File: src/hw/rtl/rdf_pkg.sv
package rdf_pkg;

  localparam int TABLE_ENTRIES = 16;
  localparam int ADDRESS_BITS  = 16;
  localparam int SRC_W         = 16;
  localparam int SEQ_W         = 8;
  localparam int HOP_W         = 8;
  localparam int VERDICT_W     = 3;

  typedef enum logic [VERDICT_W-1:0] {
    VERDICT_ACCEPT    = 3'd0,
    VERDICT_OWN_SRC   = 3'd1,
    VERDICT_DUPLICATE = 3'd2,
    VERDICT_NO_BUFFER = 3'd3,
    VERDICT_HOP_EXP   = 3'd4,
    VERDICT_QUEUE_FUL = 3'd5
  } verdict_t;

  typedef struct packed {
    logic [ADDRESS_BITS-1:0] addr;
    logic [SEQ_W-1:0]        seq;
  } entry_t;

  // match status passed down the row of cells
  typedef struct packed {
    logic hit;
    logic dup;
  } chain_t;

endpackage

File: src/hw/rtl/rdf_cell.sv
module rdf_cell import rdf_pkg::*; (
  input  logic   clk,
  input  logic   rst,
  input  entry_t key,
  input  logic   update,
  input  entry_t up_entry,
  input  chain_t chain_in,
  output entry_t entry,
  output chain_t chain_out
);

  logic match;

  assign match = (entry.addr == key.addr);

  // first matching cell decides the duplicate check
  assign chain_out.hit = chain_in.hit | match;
  assign chain_out.dup = chain_in.dup |
                         (match & ~chain_in.hit & (entry.seq == key.seq));

  // cells up to and including the first match take their neighbor's pair
  always_ff @(posedge clk) begin
    if (rst) begin
      entry <= '0;
    end else if (update && !chain_in.hit) begin
      entry <= up_entry;
    end
  end

endmodule

File: src/hw/rtl/rdf_table.sv
module rdf_table import rdf_pkg::*; (
  input  logic   clk,
  input  logic   rst,
  input  entry_t key,
  input  logic   update,
  output logic   dup
);

  entry_t entries [TABLE_ENTRIES];
  chain_t chain   [TABLE_ENTRIES+1];

  assign chain[0] = '0;

  for (genvar i = 0; i < TABLE_ENTRIES; i++) begin : g_cell
    entry_t up;
    if (i == 0) begin : g_head
      assign up = key;
    end else begin : g_body
      assign up = entries[i-1];
    end
    rdf_cell u_cell (
      .clk       (clk),
      .rst       (rst),
      .key       (key),
      .update    (update),
      .up_entry  (up),
      .chain_in  (chain[i]),
      .entry     (entries[i]),
      .chain_out (chain[i+1])
    );
  end

  assign dup = chain[TABLE_ENTRIES].dup;

endmodule

File: src/hw/rtl/receive_duplicate_filter_core.sv
// path: each input beat is captured into the header registers, then decided and loaded into the result register
// a new header is not taken until the pending one is decided; one is taken while the last result waits
// the decide cycle is the compare ripple through the row of sender/sequence cells
// reset: synchronous active-high rst clears the whole table to zeros, own address to 0
// and drops any pending header and result
module receive_duplicate_filter_core import rdf_pkg::*; (
  input  logic        clk,
  input  logic        rst,
  // own address register
  input  logic        cfg_wr_en,
  input  logic [15:0] cfg_wr_data,
  // header beats
  input  logic        s_axis_tvalid,
  output logic        s_axis_tready,
  // [15:0] source_address, [23:16] sequence_number, [31:24] hop_limit,
  // [32] buffer_free, [33] queue_accepts, [34] queue_was_empty, [39:35] zero
  input  logic [39:0] s_axis_tdata,
  // verdict beats
  output logic        m_axis_tvalid,
  input  logic        m_axis_tready,
  // [2:0] verdict, [10:3] new_hop_limit, [11] wake_core, [15:12] zero
  output logic [15:0] m_axis_tdata
);

  // own address register
  logic [SRC_W-1:0] own_address;

  // captured header
  logic             pend;
  logic [SRC_W-1:0] src;
  logic [SEQ_W-1:0] seq;
  logic [HOP_W-1:0] hop;
  logic             buf_ok;
  logic             q_ok;
  logic             q_empty;

  // result register
  verdict_t         verdict;
  logic [HOP_W-1:0] new_hop_limit;
  logic             wake_core;

  // decide step
  entry_t           key;
  logic             dup;
  logic             fire;
  logic             update;
  verdict_t         verdict_next;

  always_ff @(posedge clk) begin
    if (rst) begin
      own_address <= '0;
    end else if (cfg_wr_en) begin
      own_address <= cfg_wr_data;
    end
  end

  // one header held at a time
  assign s_axis_tready = !pend;

  // decide when the result register is free or being emptied
  assign fire = pend && (!m_axis_tvalid || m_axis_tready);

  always_ff @(posedge clk) begin
    if (rst) begin
      pend <= 1'b0;
    end else if (s_axis_tvalid && s_axis_tready) begin
      pend <= 1'b1;
    end else if (fire) begin
      pend <= 1'b0;
    end
  end

  always_ff @(posedge clk) begin
    if (s_axis_tvalid && s_axis_tready) begin
      src     <= s_axis_tdata[15:0];
      seq     <= s_axis_tdata[23:16];
      hop     <= s_axis_tdata[31:24];
      buf_ok  <= s_axis_tdata[32];
      q_ok    <= s_axis_tdata[33];
      q_empty <= s_axis_tdata[34];
    end
  end

  // the table key is the low ADDRESS_BITS of the source, which here is the whole source address
  assign key.addr = src[ADDRESS_BITS-1:0];
  assign key.seq  = seq;

  rdf_table u_table (
    .clk    (clk),
    .rst    (rst),
    .key    (key),
    .update (update),
    .dup    (dup)
  );

  // drop reasons in priority order
  always_comb begin
    if (key.addr == own_address[ADDRESS_BITS-1:0]) begin
      verdict_next = VERDICT_OWN_SRC;
    end else if (dup) begin
      verdict_next = VERDICT_DUPLICATE;
    end else if (!buf_ok) begin
      verdict_next = VERDICT_NO_BUFFER;
    end else if (hop == '0) begin
      verdict_next = VERDICT_HOP_EXP;
    end else if (!q_ok) begin
      verdict_next = VERDICT_QUEUE_FUL;
    end else begin
      verdict_next = VERDICT_ACCEPT;
    end
  end

  // table moves only on an accepted packet
  assign update = fire && (verdict_next == VERDICT_ACCEPT);

  always_ff @(posedge clk) begin
    if (rst) begin
      m_axis_tvalid <= 1'b0;
    end else if (fire) begin
      m_axis_tvalid <= 1'b1;
    end else if (m_axis_tready) begin
      m_axis_tvalid <= 1'b0;
    end
  end

  always_ff @(posedge clk) begin
    if (fire) begin
      verdict <= verdict_next;
      if (verdict_next == VERDICT_ACCEPT) begin
        new_hop_limit <= hop - 1'b1;
        wake_core     <= q_empty;
      end else begin
        new_hop_limit <= '0;
        wake_core     <= 1'b0;
      end
    end
  end

  assign m_axis_tdata = {4'b0000, wake_core, new_hop_limit, verdict};

  // a taken header blocks the input for the next cycle
  a_one_in_flight: assert property (@(posedge clk) disable iff (rst)
    s_axis_tvalid && s_axis_tready |=> !s_axis_tready)
    else $error("input taken while a header is pending");

  // a dropped packet carries no hop limit and no wake
  a_drop_fields: assert property (@(posedge clk) disable iff (rst)
    m_axis_tvalid && (verdict != VERDICT_ACCEPT) |-> (new_hop_limit == '0) && !wake_core)
    else $error("dropped packet with nonzero fields");

  // a new result only comes from a pending header
  a_result_source: assert property (@(posedge clk) disable iff (rst)
    $rose(m_axis_tvalid) |-> $past(pend))
    else $error("result without a pending header");

  // the table moves only together with a result load
  a_update_fire: assert property (@(posedge clk) disable iff (rst)
    update |=> m_axis_tvalid && (verdict == VERDICT_ACCEPT))
    else $error("table update without an accepted result");

endmodule
File: config.mk
export PLATFORM = sky130hd
export DESIGN_NAME = receive_duplicate_filter_core
export DESIGN_NICKNAME = d
export VERILOG_FILES = /design/src/hw/rtl/rdf_pkg.sv /design/src/hw/rtl/rdf_cell.sv /design/src/hw/rtl/rdf_table.sv /design/src/hw/rtl/receive_duplicate_filter_core.sv
export SDC_FILE = /design/constraint.sdc
export NUM_CORES = 1
export LEC_CHECK = 0
export BUFFER_PORTS_ARGS = -buffer_cell sky130_fd_sc_hd__buf_2
export CAP_MARGIN = 5
export CORE_MARGIN = 4
export CORE_UTILIZATION = 25
export CTS_CLUSTER_DIAMETER = 40
export DETAILED_ROUTE_END_ITERATION = 6
export SETUP_SLACK_MARGIN = 0.4
export SYNTH_ARGS = -nofsm -noshare
export SYNTH_HDL_FRONTEND = slang
export SYNTH_SLANG_ARGS = --single-unit
File: constraint.sdc
create_clock -name clk -period 8.6 [get_ports clk]
set_input_delay 0 -clock clk [delete_from_list [all_inputs] [get_ports clk]]
set_output_delay 0 -clock clk [all_outputs]
set_load 0.1 [all_outputs]
==> results_dict.tcl <==
set metrics [dict create \
    outcome "finished clean" \
    ios 79 \
    cts_root_buf "clkbuf_16" \
    synthFlopType "dfxtp_1" \
    critPathKind "reg -> reg" \
    dpl.hpwl_um 37500 \
    finalPower_mw 5.85 \
    grt_max_degree 283 \
    worstPathRequired_ps 8950 \
    hold_path.class "in -> reg" \
    drt_iter0_markers 1088 \
    postCtsSetupBuffers 0 \
    synthTopCellsByCount "dfxtp_1, mux2i_1, nand2b_1, xor2_1, xnor2_1" \
    arrival_ps 5150 \
    final_nets 2372 \
    p_per_area_nw_per_um2 217 \
    post_drt_wl_per_cell_um 16.4 \
    vdd_ir_drop_max_mv 0.133 \
    cts.sinks 449 \
    whs_ps 85.9 \
    fin_crit_sh 0.559 \
    yosys.area.top_type_share 0.364 \
    avgSynthCellArea_um2 10.0 \
    grtUsageTotal 0.123 \
    die_area_um2 93200 \
    fmax_mhz 208 \
    p_leak_nw 10.1 \
    path_clk_slew_ps 50 \
    synth-edff-count 47 \
    drive_gt1_frac 0.119 \
    synth_seq_area_share 0.428 \
    cts_tree "yes" \
    tightest_slew_ps 1210 \
    max_cap_viol_count 0 \
    die_h_um 305 \
    synth_cell_type_count 55 \
    synthTopCellsByArea "dfxtp_1, mux2i_1, xor2_1" \
    fin_tns_setup_ps 0 \
    core-area_um2 87300 \
    start_util 0.253 \
    rows 108 \
    synth-seq-cells 449 \
    routed_wl_um 58100 \
    netlist_area_um2 22100 \
    postRouteAntennaNets 0 \
    cts_buffer_depth 3 \
    dr.pass1.iters 5 \
    slew_violations 0 \
    cts_buffers 81 \
    crit_path_max_fanout 25 \
    async_flop_share 0 \
    grt_pass1_wl_um 92500 \
    vias 15859 \
    skew_ps 30.6 \
    period_needed_ps 4800 \
    clock_latency_ps 630 \
    antenna_found_initial 1 \
    yosysMostFrequentCell "dfxtp_1" \
    end_kind "flop" \
    die_w_um 305 \
    via_per_inst 4.49 \
    htreeDepth 3 \
    drc 0 \
    synth_largest_area_cell "dfxtp_1" \
    grt_pass1_vias 16090 \
    rsz0062_at_grt "no" \
    crit_path_start_kind "flop" \
    hold_violations 0 \
    area_growth_pct 22.0 \
    gr-total-overflow 0 \
    port_buffers 69 \
    gp_congestion 0.767 \
    synth_cells 2209 \
    synth_warnings 0 \
    finalSetupViolCount 0 \
    n_antenna_cell 0 \
    slew-limit-headroom 0.189 \
]
## critical path: stages, from the launching register on
cell and delay, ps:
edfxtp_1 330, buf_4 390, xnor2_1 170, nand4_1 160
nor4_1 800, nor2b_1 240, a41oi_1 630, nand3_1 920
nand4_1 740, nor2_1 100
## cell families (layout without fill, tap and decap cells)
logic type / after synthesis / after routing / synth area share
and+or+nand+nor: 673 / 673 / 0.177
adders and majority gates: 2 / 2 / 0.00113
buffers and inverters: 178 / 343 / 0.0438
xor gates and xnor gates: 406 / 406 / 0.161
other: 1 / 4 / 0.000170
AOI/OAI and AO/OA: 196 / 196 / 0.0512
muxes: 304 / 304 / 0.138
DFF: 449 / 449 / 0.428
## metal layers
metal,vias up,track usage,share of wire
li1,7819,-,-
met1,7661,0.166,0.47
met2,289,0.204,0.47
met3,90,0.0222,0.040
met4,0,0.0331,0.018
met5,-,0,0
## cells in the final DEF, fill, tap and decap left out, drive strengths merged, types with 4 or more instances in the layout
cell type	n
clkbuf	102
clkinvlp	8
buf	115
xor2	241
nor2	82
nor4	72
nand4	80
dlygate4sd3	71
and2	4
bufinv	7
clkinv	21
o31ai	27
mux2i	304
and3	4
edfxtp	47
xnor2	165
nand2	61
conb	4
dfxtp	402
nand2b	290
inv	19
nand3	53
a21oi	99
nor3	8
o21ai	52
## worst paths after layout
check / from / endpoint / slack (ps) / cells after the start
max: src[0] / new_hop_limit[0] / 3800 / 9
min: s_axis_tdata[17] / seq[1] / 90 / 2
max reg2reg: src[0] / new_hop_limit[0] / 3800 / 9
min reg2reg: u_table.g_cell[15].u_cell.entry[1] / u_table.g_cell[15].u_cell.entry[1] / 480 / 2
## sequential cells by signal, summed over array words and instances (netlist names)
register and cells:
wake_core 1, buf_ok 1, seq 8, hop 8
q_ok 1, q_empty 1, new_hop_limit 8, verdict 3
pend 1, own_address 16, u_table.g_cell.u_cell.entry 384, src 16
m_axis_tvalid 1
## what timing repair did
action | 4_1_cts | 5_1_grt
hold buffers | 71 | 0
resized for setup | 0 | 0
setup endpoints to repair | 0 | 0
endpoints found under the hold margin | 110 | 0
## report_power, final
| group | switching (mW) | internal [mW] | total [mW] |
|---|---|---|---|
| clock | 1.17 | 2.11 | 3.28 |
| combinational | 0.254 | 0.160 | 0.414 |
| sequential | 0.0119 | 2.15 | 2.16 |
| total | 1.44 | 4.42 | 5.85 |
## per-stage QoR
step | cells | util | setup WS (ps) | instance area [um^2]
2_1_floorplan | 2212 | - | 5550 | 22100
3_3_place_gp | 3310 | 0.268 | 3860 | 23400
3_5_place_dp | 3310 | 0.268 | 3800 | 23400
4_1_cts | 3532 | 0.309 | 3780 | 27000
5_1_grt | 3532 | 0.309 | 3330 | 27000
6_report | 3532 | 0.309 | 3800 | 27000
## final cells by class
type | instances | area (um^2)
tap | 1155 | 1450
timing repair buffer | 186 | 1420
clock inverter | 49 | 582
inverter | 6 | 22.5
sequential | 449 | 9460
multi-input combinational | 1585 | 11800
fill | 9089 | 60300
clock buffer | 102 | 2270
No activity file was read; power rests on OpenSTA's default activity.
